[src/rtl/core/pac_pkg.sv]
`timescale 1ns / 1ps

package pac_pkg;

  localparam int DATA_W             = 16;
  localparam int PCT_W              = 7;
  localparam int CFG_IDX_W          = 2;
  localparam int WINDOW_LEN_DEFAULT = 4;

  localparam logic [PCT_W-1:0]  COVER_FULL_SCALE = 7'd100;
  localparam logic [DATA_W-1:0] THRESHOLD_RESET  = 16'd30;

  typedef enum logic [CFG_IDX_W-1:0] {
    CFG_OFFSET     = 2'd0,
    CFG_FULL_COVER = 2'd1,
    CFG_THRESHOLD  = 2'd2
  } cfg_reg_t;

endpackage

[src/rtl/core/pac_if.sv]
`timescale 1ns / 1ps

interface pac_sample_if import pac_pkg::*; ();
  logic              valid;
  logic              ready;
  logic [DATA_W-1:0] sample;

  modport source (output valid, output sample, input ready);
  modport sink   (input valid, input sample, output ready);
endinterface

interface pac_result_if import pac_pkg::*; ();
  logic              valid;
  logic              ready;
  logic [DATA_W-1:0] mean_value;
  logic              change_seen;
  logic [PCT_W-1:0]  cover_percent;

  modport source (output valid, output mean_value, output change_seen,
                  output cover_percent, input ready);
  modport sink   (input valid, input mean_value, input change_seen,
                  input cover_percent, output ready);
endinterface

[src/rtl/core/proximity_average_cover.sv]
`timescale 1ns / 1ps
// Proximity moving average with sticky change flag and cover estimate.
//
// sample_ch carries one raw reading per item; result_ch returns one item per
// reading: window mean, sticky change flag and cover percent (0..100).
// Registers are written through cfg_we / cfg_index / cfg_data, one per clock;
// an index past the last register is ignored.
//
// The window mean comes from a constant reciprocal multiply.
// The cover ratio runs through a restoring divider, one quotient bit per
// cycle. Each reading steps through the mean, the change check and offset
// correction, the saturation check, the divider (skipped when the cover
// saturates or the full-cover count is zero) and the output load; the next
// reading is taken only once the sequencer is back in idle.
//
// The result sits in an output register; a new item is accepted while it
// waits. If the receiver still stalls when the next result is done, the
// sequencer holds in its last state until the output register frees.
// Reset (rst, synchronous) clears the window, the previous mean, the change
// flag and the registers (threshold to 30), and drops any pending result.
module proximity_average_cover import pac_pkg::*; #(
  parameter int WINDOW_LEN = WINDOW_LEN_DEFAULT
) (
  input  logic                 clk,
  input  logic                 rst,
  pac_sample_if.sink           sample_ch,
  pac_result_if.source         result_ch,
  input  logic                 cfg_we,
  input  logic [CFG_IDX_W-1:0] cfg_index,
  input  logic [DATA_W-1:0]    cfg_data
);

  localparam int SUM_W  = DATA_W + $clog2(WINDOW_LEN);
  localparam int PROD_W = DATA_W + PCT_W;
  localparam int CNT_W  = $clog2(PCT_W);

  // floor(sum / WINDOW_LEN) as (sum * RECIP) >> RECIP_SHIFT; RECIP is rounded
  // up, so the error stays below 1 / WINDOW_LEN for any sum below 2^SUM_W
  localparam int     RECIP_SHIFT = SUM_W + $clog2(WINDOW_LEN);
  localparam int     RECIP_W     = SUM_W + 1;
  localparam int     MPROD_W     = SUM_W + RECIP_W;
  localparam longint RECIP       =
    ((longint'(1) << RECIP_SHIFT) + WINDOW_LEN - 1) / WINDOW_LEN;

  typedef enum logic [2:0] {
    ST_IDLE,
    ST_MEAN,
    ST_MEAN_DONE,
    ST_SCALE,
    ST_COVER_DIV,
    ST_FINISH
  } state_t;

  state_t state;

  logic [DATA_W-1:0] offset_counts;
  logic [DATA_W-1:0] full_cover_counts;
  logic [DATA_W-1:0] change_threshold;

  logic [DATA_W-1:0] window [WINDOW_LEN];
  logic [SUM_W-1:0]  sum;
  logic [DATA_W-1:0] prev_mean;
  logic              change_latch;

  // divider registers, acc shared with the mean
  logic [DATA_W-1:0] rem;
  logic [DATA_W-1:0] acc;
  logic [DATA_W-1:0] den;
  logic [CNT_W-1:0]  cnt;

  logic [DATA_W-1:0] corrected;
  logic [PCT_W-1:0]  cover_val;

  logic              res_valid;
  logic [DATA_W-1:0] res_mean;
  logic              res_change;
  logic [PCT_W-1:0]  res_cover;

  logic [DATA_W+1:0]  trial;
  logic               qbit;
  logic [DATA_W-1:0]  rem_next;
  logic [DATA_W-1:0]  abs_diff;
  logic [PROD_W-1:0]  prod;
  logic [MPROD_W-1:0] mean_prod;

  always_comb begin
    trial     = {1'b0, rem, acc[DATA_W-1]} - {2'b00, den};
    qbit      = !trial[DATA_W+1];
    rem_next  = qbit ? trial[DATA_W-1:0] : {rem[DATA_W-2:0], acc[DATA_W-1]};
    abs_diff  = (acc >= prev_mean) ? (acc - prev_mean) : (prev_mean - acc);
    prod      = PROD_W'(corrected) * PROD_W'(COVER_FULL_SCALE);
    mean_prod = MPROD_W'(sum) * MPROD_W'(RECIP);
  end

  assign sample_ch.ready         = (state == ST_IDLE);
  assign result_ch.valid         = res_valid;
  assign result_ch.mean_value    = res_mean;
  assign result_ch.change_seen   = res_change;
  assign result_ch.cover_percent = res_cover;

  always_ff @(posedge clk) begin
    if (rst) begin
      offset_counts     <= '0;
      full_cover_counts <= '0;
      change_threshold  <= THRESHOLD_RESET;
    end else if (cfg_we) begin
      unique case (cfg_index)
        CFG_OFFSET:     offset_counts     <= cfg_data;
        CFG_FULL_COVER: full_cover_counts <= cfg_data;
        CFG_THRESHOLD:  change_threshold  <= cfg_data;
        default: ;
      endcase
    end
  end

  always_ff @(posedge clk) begin
    if (rst) begin
      state        <= ST_IDLE;
      res_valid    <= 1'b0;
      sum          <= '0;
      prev_mean    <= '0;
      change_latch <= 1'b0;
      for (int k = 0; k < WINDOW_LEN; k++) begin
        window[k] <= '0;
      end
    end else begin
      // ST_FINISH reloads the output register itself
      if (res_valid && result_ch.ready && state != ST_FINISH) begin
        res_valid <= 1'b0;
      end
      unique case (state)
        ST_IDLE: begin
          if (sample_ch.valid) begin
            for (int k = 0; k < WINDOW_LEN - 1; k++) begin
              window[k] <= window[k+1];
            end
            window[WINDOW_LEN-1] <= sample_ch.sample;
            sum <= sum - SUM_W'(window[0]) + SUM_W'(sample_ch.sample);
            state <= ST_MEAN;
          end
        end
        ST_MEAN: begin
          acc   <= mean_prod[RECIP_SHIFT +: DATA_W];
          state <= ST_MEAN_DONE;
        end
        ST_MEAN_DONE: begin
          // acc now holds the mean
          if (abs_diff > change_threshold) begin
            change_latch <= 1'b1;
          end
          prev_mean <= acc;
          corrected <= (acc > offset_counts) ? (acc - offset_counts) : '0;
          state     <= ST_SCALE;
        end
        ST_SCALE: begin
          // also covers a zero full-cover count
          if (corrected >= full_cover_counts) begin
            cover_val <= COVER_FULL_SCALE;
            state     <= ST_FINISH;
          end else begin
            rem   <= prod[PROD_W-1:PCT_W];
            acc   <= {prod[PCT_W-1:0], (DATA_W-PCT_W)'(0)};
            den   <= full_cover_counts;
            cnt   <= CNT_W'(PCT_W - 1);
            state <= ST_COVER_DIV;
          end
        end
        ST_COVER_DIV: begin
          rem <= rem_next;
          acc <= {acc[DATA_W-2:0], qbit};
          cnt <= cnt - 1'b1;
          if (cnt == '0) begin
            cover_val <= {acc[PCT_W-2:0], qbit};
            state     <= ST_FINISH;
          end
        end
        ST_FINISH: begin
          if (!res_valid || result_ch.ready) begin
            res_valid  <= 1'b1;
            res_mean   <= prev_mean;
            res_change <= change_latch;
            res_cover  <= cover_val;
            state      <= ST_IDLE;
          end
        end
        default: state <= ST_IDLE;
      endcase
    end
  end

  a_cover_range: assert property (@(posedge clk) disable iff (rst)
    result_ch.valid |-> (result_ch.cover_percent <= COVER_FULL_SCALE))
    else $error("cover percent above full scale");

  a_latch_sticky: assert property (@(posedge clk) disable iff (rst)
    change_latch |=> change_latch)
    else $error("change latch cleared without reset");

  a_one_item: assert property (@(posedge clk) disable iff (rst)
    (sample_ch.valid && sample_ch.ready) |=> !sample_ch.ready)
    else $error("item accepted while previous item in progress");

  a_div_rem: assert property (@(posedge clk) disable iff (rst)
    (state == ST_COVER_DIV) |-> (rem < den))
    else $error("divider remainder not below divisor");

endmodule

[src/flat_wrapper.sv]
// flat-port wrapper written by rule: the top's interface ports become plain ports
module proximity_average_cover_flat import pac_pkg::*;
#(
  parameter int WINDOW_LEN = WINDOW_LEN_DEFAULT
)
  (clk, rst, cfg_we, cfg_index, cfg_data, sample_ch_valid, sample_ch_sample, sample_ch_ready, result_ch_valid, result_ch_mean_value, result_ch_change_seen, result_ch_cover_percent, result_ch_ready);
  pac_sample_if sample_ch_i ();
  pac_result_if result_ch_i ();
  input  logic clk;
  input  logic rst;
  input  logic cfg_we;
  input  logic [CFG_IDX_W-1:0] cfg_index;
  input  logic [DATA_W-1:0] cfg_data;
  input wire logic [$bits(sample_ch_i.valid)-1:0] sample_ch_valid;
  input wire logic [$bits(sample_ch_i.sample)-1:0] sample_ch_sample;
  output wire logic [$bits(sample_ch_i.ready)-1:0] sample_ch_ready;
  output wire logic [$bits(result_ch_i.valid)-1:0] result_ch_valid;
  output wire logic [$bits(result_ch_i.mean_value)-1:0] result_ch_mean_value;
  output wire logic [$bits(result_ch_i.change_seen)-1:0] result_ch_change_seen;
  output wire logic [$bits(result_ch_i.cover_percent)-1:0] result_ch_cover_percent;
  input wire logic [$bits(result_ch_i.ready)-1:0] result_ch_ready;
  assign sample_ch_i.valid = sample_ch_valid;
  assign sample_ch_i.sample = sample_ch_sample;
  assign sample_ch_ready = sample_ch_i.ready;
  assign result_ch_valid = result_ch_i.valid;
  assign result_ch_mean_value = result_ch_i.mean_value;
  assign result_ch_change_seen = result_ch_i.change_seen;
  assign result_ch_cover_percent = result_ch_i.cover_percent;
  assign result_ch_i.ready = result_ch_ready;
  proximity_average_cover #(.WINDOW_LEN(WINDOW_LEN)) u_core (.clk(clk), .rst(rst), .sample_ch(sample_ch_i), .result_ch(result_ch_i), .cfg_we(cfg_we), .cfg_index(cfg_index), .cfg_data(cfg_data));
endmodule
[config.mk]
export PLATFORM = sky130hd
export DESIGN_NAME = proximity_average_cover_flat
export DESIGN_NICKNAME = d
export VERILOG_FILES = /design/src/rtl/core/pac_pkg.sv /design/src/rtl/core/pac_if.sv /design/src/rtl/core/proximity_average_cover.sv /design/src/flat_wrapper.sv
export SDC_FILE = /design/constraint.sdc
export NUM_CORES = 1
export LEC_CHECK = 0
export BUFFER_PORTS_ARGS = -buffer_cell sky130_fd_sc_hd__buf_2
export CELL_PAD_IN_SITES_DETAIL_PLACEMENT = 0
export CELL_PAD_IN_SITES_GLOBAL_PLACEMENT = 2
export CORE_MARGIN = 4
export CORE_UTILIZATION = 40
export CTS_CLUSTER_DIAMETER = 30
export DETAILED_ROUTE_END_ITERATION = 8
export PLACE_DENSITY = 0.78
export REMOVE_ABC_BUFFERS = 1
export SLEW_MARGIN = 25
export SYNTH_ARGS = -nofsm -noshare
export SYNTH_HDL_FRONTEND = slang
export SYNTH_SLANG_ARGS = --single-unit
export TNS_END_PERCENT = 100
[constraint.sdc]
create_clock -name clk -period 5.3 [get_ports clk]
set_input_delay 1.06 -clock clk [delete_from_list [all_inputs] [get_ports clk]]
set_output_delay 1.06 -clock clk [all_outputs]
set_load 0.005 [all_outputs]
==> impl_metrics.json, run 1 <==
{
  "p_per_area_nw_per_um2": 528,
  "hold_start": "u_core.cover_val[2]",
  "maxCapViolations": 0,
  "ys_seq_area_share_pct": 41.8,
  "rsz0062_at_grt": "false",
  "drive_gt1_share_pct": 12.0,
  "grt_overflow": 0,
  "vias_per_cell": 5.11,
  "cp.required_ns": 5.73,
  "dr.first_iter.drc_count": 615,
  "cts_root_buf": "clkbuf_16",
  "clkTransAtPathRegs_ns": 0.04,
  "slew_headroom_pct": 36.2,
  "antenna_found_initial": 0,
  "grt_pass1_vias": 12100,
  "cts.sinks": 249,
  "status": "complete, no violations",
  "ant_nets": 0,
  "cp-end-kind": "flop",
  "max_stage_delay_ns": 0.48,
  "final_nets": 2011,
  "avgSynthCellArea_sq_um": 9.40,
  "cp_slowest_cell": "a221o_1",
  "finClkSkew_ns": 0.0221,
  "initial_utilization_pct": 40.7,
  "critical_path_class": "flop to flop",
  "ctsHoldBuffers": 0,
  "cts_setup_buffers": 0,
  "seqCellArea_sq_um": 6610,
  "rrSetupSlack_ns": 0.47,
  "hold_path_class": "flop to flop",
  "p_leak_nw": 8.10,
  "path_max_fanout": 8,
  "grt_max_degree": 50,
  "whs_path_depth": 0,
  "post-route-drc-count": 0,
  "final_util_pct": 49.1,
  "multi_input_area_sq_um": 8090,
  "die_y_um": 207,
  "cts_tree": "built",
  "fin_tns_setup_ns": 0,
  "syn-instance-count": 1679,
  "r2r_cells": 21,
  "yosys.cell_types.count": 77,
  "cp_data_arrival_time_ns": 5.26,
  "ctsResizeCount": 0,
  "wl_um": 42200,
  "synthesis.area_sq_um": 15800,
  "io_pins": 65,
  "worstReg2RegStart": "u_core.acc[0]",
  "crit_chain": "inv_1, ha_1, inv_1, fa_1, a21o_1, a21oi_2, o2111ai_1, a221o_1, mux2_2, nand2_1, nand3_1, xor2_1, ha_1, a21oi_1, nor2b_1, o31a_1, o21a_1, o21a_1, o21a_1, o311ai_0, o21ai_0",
  "ys_seq_elements": 249,
  "core_area_sq_um": 38800,
  "tightest_slew_ns": 0.947,
  "grt_pass1_wl_um": 66600,
  "max_freq_mhz": 207,
  "ys_warn_count": 0,
  "htree_levels": 3,
  "timing.final.crit_share_pct": 91.2,
  "io_buffers": 64,
  "clock_latency_ns": 0.58,
  "crit_top_cell": "o21a_1",
  "die_w_um": 207,
  "clockBufferDepth": 3,
  "setup.worst_path.start_class": "flop",
  "slew_viol_final": 0,
  "min_to": "u_core.result_ch.cover_percent[2]",
  "fin_crit_ns": 4.83,
  "synthFlopType": "edfxtp_1",
  "n_fill_cell": 3700,
  "hold_violations": 0,
  "area_growth_pct": 20.6,
  "hpwl_um": 32100,
  "gp_congestion": 0.871,
  "die_area_sq_um": 42700,
  "cts_made_buffers": 66,
  "vias": 12000,
  "synthArstFlopShare_pct": 0,
  "n_antenna_cell": 0,
  "grt_use_total_pct": 20.1,
  "wl_per_cell_um": 18.0,
  "first_pass_iters": 5,
  "ir_worst_vdd_v": 0.000260,
  "r2r_end": "u_core.change_latch",
  "setup_violations": 0,
  "num_rows": 72,
  "synth-edff-count": 162
}
==> sequential cells by signal, summed over array words and instances (netlist names) <==
name and cells:
u_core.acc 16, u_core.result_ch.mean_value 16, u_core.rem 16, u_core.state 3, u_core.den 16, u_core.corrected 16, u_core.change_threshold 16, u_core.window 64
u_core.cover_val 7, u_core.prev_mean 16, u_core.change_latch 1, u_core.result_ch.change_seen 1, u_core.sum 18, u_core.cnt 3, u_core.offset_counts 16, u_core.result_ch.valid 1
u_core.full_cover_counts 16, u_core.result_ch.cover_percent 7
==> critical path, delay by kind of cell (launching register included) <==
| family | cells | cell delay [ns] |
|---|---|---|
| and+or+nand+nor | 3 | 0.22 |
| AOI/OAI and AO/OA | 11 | 2.45 |
| buffers and inverters | 2 | 0.21 |
| DFF | 1 | 0.42 |
| adders and majority gates | 3 | 0.92 |
| xor gates and xnor gates | 1 | 0.16 |
| muxes | 1 | 0.33 |
==> layer usage <==
layer / global-route usage [%] / up-vias / routed length, um
met4: 6.87 / 0 / 1160
met1: 26.5 / 5725 / 19400
met2: 32.9 / 205 / 19800
li1: - / 5978 / -
met3: 4.36 / 73 / 1850
met5: 0 / - / 0
==> power breakdown <==
part	switching, mW	internal, mW
clock	1.24	2.88
combinational	1.95	1.38
sequential	0.195	2.42
total	3.38	6.68
==> cell usage in the layout (no fill, tap or decap), types with 21 or more instances in the layout <==
master     synthesis  layout
fa_1              31      31
xnor2_1           36      36
a21oi_1          163     162
inv_1            235     234
buf_2              4      63
o21a_1            21      21
nand2_1          200     200
nor3_1            47      46
buf_4              3      22
dfxtp_1           87      87
a21o_1            34      34
and2_1            52      52
nor2_1            84      82
mux2i_1           26      26
edfxtp_1         162     162
ha_1             168     168
o21ai_0           62      62
clkbuf_16          0      66
==> worst max path at each step <==
stage / endpoint / cells after the start / from / slack, ns
floorplan: u_core.change_latch / 19 / u_core.acc[5] / 0.76
global placement: u_core.change_latch / 21 / u_core.acc[0] / 0.56
detailed placement: u_core.change_latch / 21 / u_core.acc[0] / 0.53
CTS: u_core.change_latch / 21 / u_core.acc[0] / 0.51
global route: u_core.change_latch / 21 / u_core.acc[0] / 0.08
finish: u_core.change_latch / 21 / u_core.acc[0] / 0.47
==> synthesized netlist by cell type, types with 14 or more instances <==
library cell	instances	area (sq um)
inv_1	235	882
nand2_1	200	751
ha_1	168	2100
a21oi_1	163	816
edfxtp_1	162	4860
dfxtp_1	87	1740
nor2_1	84	315
o21ai_0	62	310
and2_1	52	325
clkbuf_1	49	184
nor3_1	47	235
xnor2_1	36	315
a21o_1	34	255
fa_1	31	621
mux2i_1	26	260
o21a_1	21	158
xor2_1	20	175
nand3_1	19	95.1
nor2b_1	18	113
nand4_1	14	87.6
==> kinds of logic (layout without fill, tap and decap cells) <==
| kind of cell | Yosys count | after routing | share of synthesized area [%] |
|---|---|---|---|
| compound gates | 367 | 367 | 14.3 |
| xor+xnor | 56 | 56 | 3.11 |
| fa+ha+maj | 199 | 199 | 17.2 |
| buf+inv | 295 | 443 | 7.21 |
| flops | 249 | 249 | 41.8 |
| mux | 30 | 30 | 1.96 |
| simple gates | 483 | 483 | 14.4 |
==> per-stage QoR <==
stage / hold slack, ns / area (sq um) / power [mW] / worst slack (ns) / instances
finish: 0.413 / 19000 / 10.1 / 0.468 / 2345
floorplan: 0.400 / 15500 / 5.06 / 0.764 / 1619
global placement: 0.404 / 16700 / 5.99 / 0.564 / 2222
detailed placement: 0.405 / 16700 / 6.00 / 0.532 / 2223
CTS: 0.415 / 19000 / 10.2 / 0.514 / 2345
global route: 0.421 / 19000 / 10.8 / 0.0780 / 2345
==> layout make-up <==
cell class,count,share of cell area (%)
multi-input combinational,1135,42.5
tap,518,3.40
clock buffer,83,9.37
timing repair buffer,86,2.58
inverter,235,4.63
sequential,249,34.7
clock inverter,39,2.84
Note: power is estimated with default switching activity, not from simulation.
==> inputs of run 2 (changes only) <==
Settings changed: CORE_UTILIZATION 40 to 42, CTS_BUF_LIST set to sky130_fd_sc_hd__clkbuf_4 sky130_fd_sc_hd__clkbuf_8, CTS_CLUSTER_DIAMETER 30 to 200, MAX_ROUTING_LAYER set to met4, PLACE_DENSITY 0.78 to 0.82.
==> run 2 against run 1 <==
Net effect:
- clock-buffer cell count fell by 15
- sequential share of layout area grew 2.8 points
- register-to-register slack about the same
==> impl_metrics.json, run 2 (synthesized netlist as in run 1, its figures left out) <==
{
  "hpwl_um": 30400,
  "setup_violations": 0,
  "drive_gt1_share_pct": 10.7,
  "stdcell_area_sq_um": 17600,
  "gp_congestion": 0.874,
  "ant_nets": 0,
  "maxCapViolations": 0,
  "io_buffers": 64,
  "reg_top3": "u_core.window x64, u_core.sum x18",
  "vias": 11800,
  "wl_per_cell_um": 17.6,
  "grt_pass1_wl_um": 64200,
  "clkTransAtPathRegs_ns": 0.06,
  "clock_latency_ns": 0.59,
  "cp_slowest_cell": "a221o_1",
  "num_rows": 70,
  "hold_violations": 0,
  "cts_root_buf": "clkbuf_8",
  "critical_path_class": "flop to flop",
  "fin_ws_ns": 0.461,
  "r2r_cells": 20,
  "whs_path_depth": 0,
  "cts_made_buffers": 44,
  "antenna_found_initial": 2,
  "post-route-drc-count": 0,
  "die_w_um": 202,
  "die_area_sq_um": 40800,
  "final_common_cell": "inv_1",
  "tightest_slew_ns": 1.01,
  "r2r_end": "u_core.change_latch",
  "first_pass_iters": 5,
  "cp.required_ns": 5.73,
  "cp_data_arrival_time_ns": 5.27,
  "wl_um": 40100,
  "largest_register": "u_core.window",
  "dp.cells": 2203,
  "final_cells": 2287,
  "crit_chain": "inv_1, ha_1, inv_1, fa_1, a21o_1, a21oi_2, o2111ai_1, a221o_1, buf_4, o31ai_2, xnor2_1, ha_1, a21o_1, a21o_1, a21o_1, a21o_1, a21oi_1, o21ai_0, o311ai_0, o21ai_0",
  "max_freq_mhz": 207,
  "holdWs_ns": 0.423,
  "dr.first_iter.drc_count": 630,
  "critPathTopFamily": "compound AO/OA/AOI/OAI gates",
  "clockBufferDepth": 3,
  "largest_reg_flops": 64,
  "rsz0062_at_grt": "false",
  "p_leak_nw": 7.45,
  "ctsHoldBuffers": 0,
  "total_power_mw": 7.82,
  "cts_setup_buffers": 0,
  "path_max_fanout": 12,
  "grt_use_total_pct": 20.2,
  "status": "complete, no violations",
  "fin_tns_setup_ns": 0,
  "slew_viol_final": 0,
  "worstReg2RegStart": "u_core.acc[0]",
  "rrSetupSlack_ns": 0.46,
  "preCtsSetupSlack_ns": 0.408,
  "htree_levels": 2,
  "place_area_sq_um": 16600,
  "fin_crit_ns": 4.84,
  "hold_path_class": "flop to flop",
  "grt_overflow": 0,
  "cp-end-kind": "flop",
  "cts.sinks": 249,
  "min_to": "u_core.result_ch.cover_percent[6]",
  "finClkSkew_ns": 0.0254,
  "grt_pass1_vias": 11800,
  "grt_max_degree": 67,
  "setup.worst_path.start_class": "flop",
  "crit_top_cell": "a21o_1",
  "final_util_pct": 47.8,
  "io_pins": 65,
  "timing.final.crit_share_pct": 91.3,
  "final_nets": 1983,
  "vias_per_cell": 5.15,
  "core_area_sq_um": 36900,
  "hold_start": "u_core.cover_val[6]",
  "ir_worst_vdd_v": 0.000238,
  "initial_utilization_pct": 42.8,
  "critical_path_buf_inv_count": 3,
  "die_y_um": 202,
  "p_per_area_nw_per_um2": 444,
  "layout_common_cells": "inv_1 (234), nand2_1 (200), ha_1 (168)",
  "max_stage_delay_ns": 0.52,
  "slew_headroom_pct": 32.9,
  "area_growth_pct": 11.5,
  "ctsResizeCount": 0,
  "cts_tree": "built"
}
## run 2: worst max-delay path by stage
stage	start	end	slack (ns)	depth (start not counted)
after global placement	u_core.acc[0]	u_core.change_latch	0.56	20
after detailed placement	u_core.acc[0]	u_core.change_latch	0.41	20
after global routing	u_core.acc[0]	u_core.change_latch	0.08	19
after CTS	u_core.acc[0]	u_core.change_latch	0.38	20
final	u_core.acc[0]	u_core.change_latch	0.46	20
after floorplan	u_core.acc[5]	u_core.change_latch	0.76	19
## run 2: layer usage
layer / track usage (%) / up-vias / share of wire, %
met5: - / - / 0
met3: 3.29 / 58 / 4.5
met2: 32.1 / 220 / 46
met1: 27.4 / 5591 / 47
li1: - / 5904 / -
met4: 4.74 / 0 / 2.0
## run 2: area by class of cell
| class | count | area, sq um |
|---|---|---|
| inverter | 235 | 882 |
| clock inverter | 14 | 134 |
| fill | 3598 | 19300 |
| clock buffer | 68 | 817 |
| antenna | 2 | 5.00 |
| tap | 504 | 631 |
| sequential | 249 | 6610 |
| timing repair buffer | 80 | 443 |
| multi-input combinational | 1135 | 8090 |
## run 2: power breakdown
part / internal [mW] / total (mW) / switching (mW)
Combinational: 1.37 / 3.29 / 1.93
Clock: 1.09 / 1.93 / 0.840
Sequential: 2.41 / 2.61 / 0.193
## run 2: worst reg2reg max path, cell delays in order, from the launching register on
cell       delay, ns
edfxtp_1        0.41
inv_1           0.13
ha_1            0.21
inv_1           0.06
fa_1            0.40
a21o_1          0.18
a21oi_2         0.22
o2111ai_1       0.14
a221o_1         0.52
buf_4           0.29
o31ai_2         0.34
xnor2_1         0.17
ha_1            0.27
a21o_1          0.16
a21o_1          0.17
a21o_1          0.17
a21o_1          0.17
a21oi_1         0.13
o21ai_0         0.10
o311ai_0        0.32
o21ai_0         0.13
==> inputs of run 3 (changes only) <==
Settings changed: GPL_TIMING_DRIVEN set to 0.
Clock period 5.3 ns to 4.9 ns, I/O delays scaled along.
==> run 3 against run 2 <==
Net effect:
- routed wire length shrank 5.9%
- maximum frequency grew 4.6%
- clock power grew 18%
- via count shrank 0.48%
- sequential share of layout area shrank 0.64 points
- setup slack lost 0.19 ns
- register-to-register slack lost 0.19 ns
- sequential power grew 8.4%
- critical path depth grew 1
- critical path type unchanged
- largest power group unchanged
==> impl_metrics.json, run 3 (synthesized netlist as in run 1, its figures left out) <==
{
  "setup_violations": 0,
  "wl_per_cell_um": 16.4,
  "cp_data_arrival_time_ns": 5.08,
  "cts_made_buffers": 46,
  "place_area_sq_um": 16700,
  "maxCapViolations": 0,
  "cp-startpoint": "u_core.acc[0]",
  "ant_nets": 0,
  "max_freq_mhz": 216,
  "timing.final.crit_share_pct": 94.4,
  "grt_pass1_vias": 11600,
  "die_area_sq_um": 40800,
  "path_max_fanout": 8,
  "crit_top_cell": "o21a_1",
  "cp.required_ns": 5.35,
  "tightest_slew_ns": 0.951,
  "p_per_area_nw_per_um2": 485,
  "fin_crit_ns": 4.63,
  "die_y_um": 202,
  "post-route-drc-count": 0,
  "final_util_pct": 48.6,
  "r2r_end": "u_core.change_latch",
  "fin_tns_setup_ns": 0,
  "hold_start": "u_core.cover_val[3]",
  "first_pass_iters": 4,
  "initial_utilization_pct": 42.8,
  "wl_um": 37800,
  "rrSetupSlack_ns": 0.27,
  "antenna_found_initial": 2,
  "reg_top3": "u_core.window x64, u_core.sum x18",
  "min_to": "u_core.result_ch.cover_percent[3]",
  "area_growth_pct": 13.5,
  "gp_congestion": 0.866,
  "ir_worst_vdd_v": 0.000323,
  "grt_use_total_pct": 19.0,
  "crit_chain": "inv_2, ha_2, inv_1, fa_1, a21o_1, a21oi_4, o2111ai_2, a221o_4, mux2_2, nand2_1, nand3_1, xor2_1, ha_1, a21oi_1, nor2b_1, o31a_1, o21a_1, o21a_1, o21a_1, o311ai_2, o21ai_0",
  "vias_per_cell": 5.10,
  "finClkSkew_ns": 0.0429,
  "critical_path_class": "flop to flop",
  "holdWs_ns": 0.416,
  "p_leak_nw": 7.55,
  "largest_register": "u_core.window",
  "clock_latency_ns": 0.60,
  "clkTransAtPathRegs_ns": 0.06,
  "r2r_cells": 21,
  "status": "complete, no violations",
  "slew_headroom_pct": 36.6,
  "grt_overflow": 0,
  "cts_tree": "built",
  "die_w_um": 202,
  "slew_viol_final": 0,
  "critPathTopFamily": "compound AO/OA/AOI/OAI gates",
  "cp_slowest_cell": "a221o_4",
  "io_pins": 65,
  "drive_gt1_share_pct": 11.1,
  "grt_pass1_wl_um": 61200,
  "cts_root_buf": "clkbuf_8",
  "stdcell_area_sq_um": 17900,
  "vias": 11700,
  "layout_common_cells": "inv_1 (233), nand2_1 (200), ha_1 (166)",
  "htree_levels": 2,
  "critical_path_buf_inv_count": 2,
  "grt_max_degree": 78,
  "hold_path_class": "flop to flop",
  "fin_ws_ns": 0.272,
  "cp-end-kind": "flop",
  "dr.first_iter.drc_count": 513,
  "whs_path_depth": 0,
  "io_buffers": 64,
  "cts.sinks": 249,
  "core_area_sq_um": 36900,
  "preCtsSetupSlack_ns": -0.0527,
  "final_nets": 1990,
  "hpwl_um": 28200,
  "hold_violations": 0,
  "worstReg2RegStart": "u_core.acc[0]",
  "num_rows": 70,
  "max_stage_delay_ns": 0.46,
  "setup.worst_path.start_class": "flop",
  "largest_reg_flops": 64,
  "clockBufferDepth": 3,
  "final_common_cell": "inv_1"
}
==> run 3: changes by cell type in the layout (fill, tap and decap cells not counted), moves of 4 or more <==
| cell | delta |
|---|---|
| buf_4 | -5 |
| clkinv_1 | +8 |
| clkbuf_4 | -8 |
| clkinv_2 | -4 |
| buf_16 | +4 |
| buf_6 | +4 |
| clkbuf_8 | +4 |
==> run 3: worst max-delay path by stage <==
stage	to	slack, ns	cells after the start
final	u_core.change_latch	0.27	21
after global routing	u_core.change_latch	-0.0004	21
after CTS	u_core.change_latch	0.05	21
after detailed placement	u_core.change_latch	-0.05	21
after global placement	u_core.result_ch.change_seen	-0.67	2
after floorplan	u_core.change_latch	0.36	19
==> run 3: per-layer routing <==
metal / share of wire (%) / GRT usage, % / vias to the layer above / wire (um)
met5: 0 / - / - / 0
met4: 1.9 / 4.57 / 0 / 711
met3: 4.3 / 3.03 / 59 / 1640
met2: 46 / 30.5 / 197 / 17500
met1: 47 / 25.4 / 5543 / 17900
li1: - / - / 5917 / -
==> run 3: area by class of cell <==
| class | count | area [sq um] |
|---|---|---|
| antenna | 2 | 5.00 |
| clock buffer | 64 | 812 |
| clock inverter | 22 | 244 |
| fill | 3544 | 19000 |
| inverter | 235 | 885 |
| multi-input combinational | 1136 | 8160 |
| sequential | 249 | 6610 |
| tap | 504 | 631 |
| timing repair buffer | 84 | 576 |
==> run 3: report_power, final <==
group / internal, mW / total [mW] / switching, mW
logic: 1.52 / 3.58 / 2.06
registers: 2.61 / 2.83 / 0.219
clock network: 1.34 / 2.27 / 0.930
total: 5.48 / 8.68 / 3.21
==> run 3: metrics by stage <==
step | cells | power (mW)
finish | 2296 | 8.68
global route | 2296 | 9.41
CTS | 2290 | 8.76
detailed placement | 2199 | 6.38
global placement | 2187 | 6.30
floorplan | 1619 | 5.47
==> run 3: worst reg2reg max path: stages (launching register included) <==
cell and delay, ns:
edfxtp_1 0.42, inv_2 0.12, ha_2 0.20, inv_1 0.05, fa_1 0.41, a21o_1 0.21, a21oi_4 0.18, o2111ai_2 0.16
a221o_4 0.46, mux2_2 0.29, nand2_1 0.06, nand3_1 0.10, xor2_1 0.16, ha_1 0.30, a21oi_1 0.16, nor2b_1 0.06
o31a_1 0.28, o21a_1 0.17, o21a_1 0.17, o21a_1 0.19, o311ai_2 0.21, o21ai_0 0.11
==> run 3: repair_timing <==
action                                  CTS  global route
gates resized for setup                   2             7
setup buffers                             4             4
pin swaps                                 1             2
hold buffers                              0             0
cloned                                    1             0
endpoints found under the setup margin    1             1
